$ cat src/hw/rtl/icfs_pkg.sv
// Shared widths, codes and control/status types of the inverse-CDF frequency sampler.
`default_nettype none

package icfs_pkg;

  localparam int unsigned BASE_W    = 54;
  localparam int unsigned STEP_W    = 48;
  localparam int unsigned CDF_W     = 32;
  localparam int unsigned ENTRY_W   = 8;
  localparam int unsigned FREQ_W    = 56;
  localparam int unsigned BIN_W     = 8;
  localparam int unsigned CFG_W     = 54;
  localparam int unsigned CFG_IDX_W = 1;

  localparam logic [BASE_W-1:0] BASE_RESET = 54'd3289000000000000;
  localparam logic [STEP_W-1:0] STEP_RESET = 48'd38694117647059;
  localparam logic [FREQ_W-1:0] FREQ_MAX   = '1;

  localparam logic OP_LOAD   = 1'b0;
  localparam logic OP_SAMPLE = 1'b1;

  typedef enum logic [CFG_IDX_W-1:0] {
    CFG_BASE_FREQ = 1'b0,
    CFG_FREQ_STEP = 1'b1
  } cfg_reg_e;

  typedef enum logic [1:0] {
    RD_MID = 2'd0,
    RD_LO  = 2'd1,
    RD_LO1 = 2'd2
  } rd_src_e;

  typedef struct packed {
    logic    wr_entry;
    logic    init_search;
    logic    search_step;
    rd_src_e rd_src;
    logic    cap_c0;
    logic    cap_c1;
    logic    prep_div;
    logic    div_step;
    logic    add_sum;
    logic    load_out;
  } cmd_t;

  typedef struct packed {
    logic search_done;
    logic flat;
  } status_t;

endpackage

`default_nettype wire

$ cat src/hw/rtl/icfs_ctrl.sv
// Sequencer: search, table reads, serial division, sum and result hand-off.
`default_nettype none

module icfs_ctrl #(
  parameter int unsigned FRACTION_BITS = 32
) (
  input  wire logic              clk_i,
  input  wire logic              rst_ni,
  input  wire logic              in_valid_i,
  input  wire logic              opcode_i,
  output logic                   in_ready_o,
  input  wire logic              out_ready_i,
  output logic                   out_valid_o,
  output icfs_pkg::cmd_t         cmd_o,
  input  wire icfs_pkg::status_t sts_i
);

  localparam int unsigned CNT_W = $clog2(FRACTION_BITS);

  typedef enum logic [3:0] {
    S_IDLE,
    S_SRCH,
    S_CMP,
    S_RDC0,
    S_RDC1,
    S_PREP,
    S_DIV,
    S_SUM,
    S_FIN
  } state_e;

  state_e           state_q, state_d;
  logic [CNT_W-1:0] cnt_q, cnt_d;
  logic             out_valid_q, out_valid_d;
  icfs_pkg::cmd_t   cmd;

  always_comb begin
    state_d     = state_q;
    cnt_d       = cnt_q;
    cmd         = '0;
    cmd.rd_src  = icfs_pkg::RD_MID;
    unique case (state_q)
      S_IDLE: begin
        if (in_valid_i) begin
          if (opcode_i == icfs_pkg::OP_SAMPLE) begin
            cmd.init_search = 1'b1;
            state_d         = S_SRCH;
          end else begin
            cmd.wr_entry = 1'b1;
          end
        end
      end
      S_SRCH: begin
        if (sts_i.search_done) begin
          cmd.rd_src = icfs_pkg::RD_LO;
          state_d    = S_RDC0;
        end else begin
          state_d = S_CMP;
        end
      end
      S_CMP: begin
        cmd.search_step = 1'b1;
        state_d         = S_SRCH;
      end
      S_RDC0: begin
        cmd.cap_c0 = 1'b1;
        cmd.rd_src = icfs_pkg::RD_LO1;
        state_d    = S_RDC1;
      end
      S_RDC1: begin
        cmd.cap_c1 = 1'b1;
        state_d    = S_PREP;
      end
      S_PREP: begin
        if (sts_i.flat) begin
          state_d = S_SUM;
        end else begin
          cmd.prep_div = 1'b1;
          cnt_d        = CNT_W'(FRACTION_BITS - 1);
          state_d      = S_DIV;
        end
      end
      S_DIV: begin
        cmd.div_step = 1'b1;
        if (cnt_q == '0) begin
          state_d = S_SUM;
        end else begin
          cnt_d = cnt_q - CNT_W'(1);
        end
      end
      S_SUM: begin
        cmd.add_sum = 1'b1;
        state_d     = S_FIN;
      end
      S_FIN: begin
        // output register must be empty or draining this cycle
        if (!out_valid_q || out_ready_i) begin
          cmd.load_out = 1'b1;
          state_d      = S_IDLE;
        end
      end
      default: state_d = S_IDLE;
    endcase
  end

  always_comb begin
    if (cmd.load_out) begin
      out_valid_d = 1'b1;
    end else if (out_ready_i) begin
      out_valid_d = 1'b0;
    end else begin
      out_valid_d = out_valid_q;
    end
  end

  always_ff @(posedge clk_i or negedge rst_ni) begin
    if (!rst_ni) begin
      state_q     <= S_IDLE;
      cnt_q       <= '0;
      out_valid_q <= 1'b0;
    end else begin
      state_q     <= state_d;
      cnt_q       <= cnt_d;
      out_valid_q <= out_valid_d;
    end
  end

  assign in_ready_o  = (state_q == S_IDLE);
  assign out_valid_o = out_valid_q;
  assign cmd_o       = cmd;

endmodule

`default_nettype wire

$ cat config.mk
export PLATFORM = sky130hd
export DESIGN_NAME = icfs_ctrl
export DESIGN_NICKNAME = d
export VERILOG_FILES = /design/src/hw/rtl/icfs_pkg.sv /design/src/hw/rtl/icfs_ctrl.sv
export SDC_FILE = /design/constraint.sdc
export NUM_CORES = 1
export LEC_CHECK = 0
export ABC_AREA = 1
export BUFFER_PORTS_ARGS = -buffer_cell sky130_fd_sc_hd__buf_2
export CORE_MARGIN = 4
export CORE_UTILIZATION = 30
export CTS_BUF_LIST = sky130_fd_sc_hd__clkbuf_8
export CTS_CLUSTER_DIAMETER = 120
export DETAILED_ROUTE_END_ITERATION = 12
export GPL_TIMING_DRIVEN = 0
export PLACE_DENSITY = 0.53
export SLEW_MARGIN = 30
export SYNTH_ARGS = -nofsm -noshare
export SYNTH_HDL_FRONTEND = slang
export SYNTH_SLANG_ARGS = --single-unit
export TNS_END_PERCENT = 20
$ cat constraint.sdc
create_clock -name clk_i -period 2.1 [get_ports clk_i]
set_clock_uncertainty 0.15 [all_clocks]
set_input_delay 0.105 -clock clk_i [delete_from_list [all_inputs] [get_ports clk_i]]
set_output_delay 0.105 -clock clk_i [all_outputs]
set_load 0.02 [all_outputs]
==> Yosys cells after proc, flatten, opt, wreduce, memory -nomap -nowiden <==
Index checks and enable logic that the tools add are counted.
{ "word_totals": {"ff_bits": 10, "inputBits": 7, "wordCells": 53} }
{ "op_classes": {"n_addsub": 1, "n_eq_ne": 14, "muxes": 27, "reduce_logical": 8} }
{ "ops": {"columns": ["operator", "n"], "rows": [
  ["$pmux 4 s9", 1],
  ["$eq 4x3->1 const B", 4],
  ["$mux 1", 16],
  ["$mux 4", 4],
  ["$ne 2x2->1 const B", 6],
  ["$mux 5", 2],
  ["$pmux 5 s2", 1],
  ["$eq 4x2->1 const B", 2],
  ["$logic_not 5->1", 1],
  ["$sub 5x1->5 const B", 1],
  ["$eq 4x1->1 const B", 1],
  ["$eq 4x4->1 const B", 1],
  ["$logic_not 4->1", 1],
  ["$mux 2", 2],
  ["$pmux 2 s2", 1],
  ["$reduce_and 4->1", 1],
  ["$reduce_bool 2->1", 2],
  ["$reduce_and 3->1", 1],
  ["$logic_not 1->1", 1],
  ["$logic_or 1x1->1", 1]
]} }

==> Depth between registers and ports, before layout <==
{ "depth": {"ltp_word": 5, "depth_mapped": 8} }

==> Least setup slack after synthesis <==
OpenSTA, ideal clock, no wires.
{ "synth_timing": {"kind": "register to output", "start": "register state_q[3]", "end": "output port cmd_o[10] in the netlist's numbering", "arrival_time_ps": 1394, "required_ps": 1845, "path_slack_ps": 451, "stages_incl_launch_ff": 6, "path_cell_list": "dfrtp_1 nor2_1 inv_2 nor2_4 inv_1 nor3_1"} }
{ "synth_rtl": {"columns": ["item", "line_no", "source"], "rows": [
  ["from (decl)", "icfs_ctrl.sv:32", "state_e state_q, state_d;"],
  ["from (signal assigned)", "icfs_ctrl.sv:122", "state_q <= state_d;"],
  ["to (decl)", "icfs_ctrl.sv:14", "output icfs_pkg::cmd_t cmd_o,"]
]} }

==> flow_summary.json <==
{
  "num_vias": 661,
  "clockPowerShare_pct": 17.7,
  "period_needed_ns": 1.74,
  "finalCoreUtilization_pct": 40.8,
  "grt_pass1_vias": 644,
  "p_sw_share_pct": 47.6,
  "critPathCaptureType": "output pin",
  "path_clk_slew_ns": 0.05,
  "layout_common_cells": "nand2_1 (23), buf_2 (19), nor2_1 (14)",
  "status": "completed",
  "clockBufferDepth": 2,
  "route.detailed.drc": 0,
  "antenna_found_initial": 0,
  "criticalPathCategory": "flip-flop to output pin",
  "final_common_cell": "nand2_1",
  "relSlewSlack_pct": 83.0,
  "cap_violations": 0,
  "yosys.area_share.simple_pct": 47.8,
  "layout.nets": 130,
  "clkLatencyLatePin_ns": 0.23,
  "cts_buffers": 3,
  "synth_seq_area_share_pct": 35.9,
  "startpoint_type": "flip-flop",
  "synthMuxAreaShare_pct": 0,
  "synth_seq_cells": 10,
  "worstHoldPathType": "primary input to flip-flop",
  "drtPass1Iterations": 4,
  "overflow": 0,
  "seq_power_share_pct": 27.1,
  "ys_warn_count": 0,
  "p_comb_share_pct": 55.2,
  "p_int_mw": 0.696,
  "synthesis.area_sq_um": 697,
  "ir_drop_mv": 0.715,
  "cts_tree": "yes",
  "cts_sinks": 10,
  "vias_per_cell": 4.44,
  "clockRootBuffer": "clkbuf_8",
  "wl_mm": 1.49,
  "final.setup.tns_ns": 0,
  "arrival_ns": 1.49,
  "synthAdderAreaFrac_pct": 1.80,
  "path_max_fanout": 5,
  "fmax_ghz": 0.573,
  "dp_hpwl_mm": 1.21,
  "drt-initial-drc-count": 11,
  "grt_pass1_wl_mm": 2.71,
  "slew_violations": 0,
  "drive_above_1_share_pct": 32.2,
  "timing_hold_violations_final": 0,
  "n_antenna_cell": 0,
  "path_cells": "nor2_1 > inv_2 > nor2_4 > inv_1 > nor3_1 > buf_2",
  "rows": 17,
  "synth_top_family_by_area": "simple AND/OR/NAND/NOR gates",
  "rsz0062_at_grt": "no",
  "grt_max_degree": 11,
  "io_buffers": 19,
  "required_ns": 1.85,
  "synth.avg_cell_area_sq_um": 7.26,
  "boundaryPins": 20,
  "die_h_um": 56.2,
  "crit_slowest_cell": "dfrtp_1",
  "setup_viol": 0,
  "synth_fp_nets": 104,
  "post-route-period-util_pct": 83.1,
  "power.density_mw_per_mm2": 1470,
  "worst_pin_slew_ns": 0.255,
  "grt_use_total_pct": 10.5,
  "die_w_um": 56.2,
  "ant_nets": 0,
  "synth_xor_area_share_pct": 1.26,
  "dieArea_sq_mm": 0.00316,
  "syn_inst": 96,
  "synth-compound-area-share_pct": 3.59,
  "synthToLayoutAreaGrowth_pct": 29.4,
  "yosys.cell_types.count": 19,
  "place_congestion": 0.806,
  "wire_per_inst_um": 9.97,
  "h-tree-depth": 1,
  "p_leak_nw": 0.493,
  "power_switching_mw": 0.632,
  "core_sq_mm": 0.00221,
  "max_stage_delay_ns": 0.44,
  "initial_utilization_pct": 31.5
}
==> registers in the layout, summed over array words and instances, names as in the netlist <==
name / cells
cnt_q: 5
out_valid_o: 1
state_q: 4
==> cells in the mapped netlist <==
library cell	n	area share (%)
nand2_1	23	12
nor2_1	14	7.5
inv_1	12	6.5
dfrtp_1	10	36
nand3_1	10	7.2
o21ai_0	5	3.6
inv_2	4	2.2
nor2_4	4	6.5
nand3_4	2	5.0
nor2_2	2	1.8
nor3_1	2	1.4
buf_4	1	1.1
ha_1	1	1.8
nand2_2	1	0.90
nand2_4	1	1.6
nand3_2	1	1.4
nand3b_1	1	1.1
nand4_1	1	0.90
xnor2_1	1	1.3
==> cell families after synthesis <==
group | Yosys count
xor+xnor | 1
compound gates | 5
fa+ha+maj | 1
simple gates | 62
buf+inv | 17
flops | 10
==> final cells by class <==
class	instances	area [sq um]
Sequential cell	10	250
Tap cell	28	35.0
Multi-Input combinational cell	69	379
Fill cell	251	1310
Buffer	1	7.51
Inverter	16	60.1
Clock buffer	4	55.1
Timing Repair Buffer	21	115
==> per-layer routing <==
metal  routed length (um)  global-route usage [%]  part of all wire (%)
met5                    0                       0                     0
met4                    8                    4.07                  0.54
met3                   80                    2.09                   5.4
met2                  698                    16.4                    47
met1                  697                    14.1                    47
==> power groups by stage <==
stage | Clock (mW) | Sequential, mW | Combinational [mW]
global route | 0.253 | 0.373 | 0.843
CTS | 0.244 | 0.358 | 0.748
finish | 0.235 | 0.359 | 0.733
floorplan | 0 | 0.348 | 0.580
global placement | 0 | 0.359 | 0.729
detailed placement | 0 | 0.360 | 0.742
==> timing repair <==
item | in CTS | in global routing
gates resized for setup | 0 | 0
hold buffers | 2 | 0
hold endpoints to repair | 11 | 0
buffers inserted | 0 | 0
==> stage by stage <==
stage	hold WS, ns	instance area (sq um)	power, mW	cells	worst slack [ns]
after global routing	0.0520	902	1.47	149	0.230
after CTS	0.0135	902	1.35	149	0.327
after floorplan	-0.341	697	0.928	96	0.451
after global placement	-0.160	827	1.09	143	0.601
final	0.0141	902	1.33	149	0.356
after detailed placement	-0.170	827	1.10	143	0.587
==> critical path: cells and delay by family, from the launching register on <==
family	cells	cell delay [ns]
flip-flops	1	0.44
buffers and inverters	3	0.36
AND/OR/NAND/NOR	3	0.46
==> worst paths after layout <==
check | slack, ns | end | from | depth (start not counted)
min in group asynchronous | 0.12 | cnt_q[2] | rst_ni | 2
max | 0.36 | cmd_o[9] | state_q[3] | 6
min | 0.01 | cnt_q[4] | sts_i[0] | 4
min reg2reg | 0.35 | cnt_q[1] | cnt_q[1] | 2
max reg2reg | 0.65 | cnt_q[3] | cnt_q[0] | 7
max in group asynchronous | 1.48 | cnt_q[1] | rst_ni | 2
Note: power is estimated with default switching activity, not from simulation.
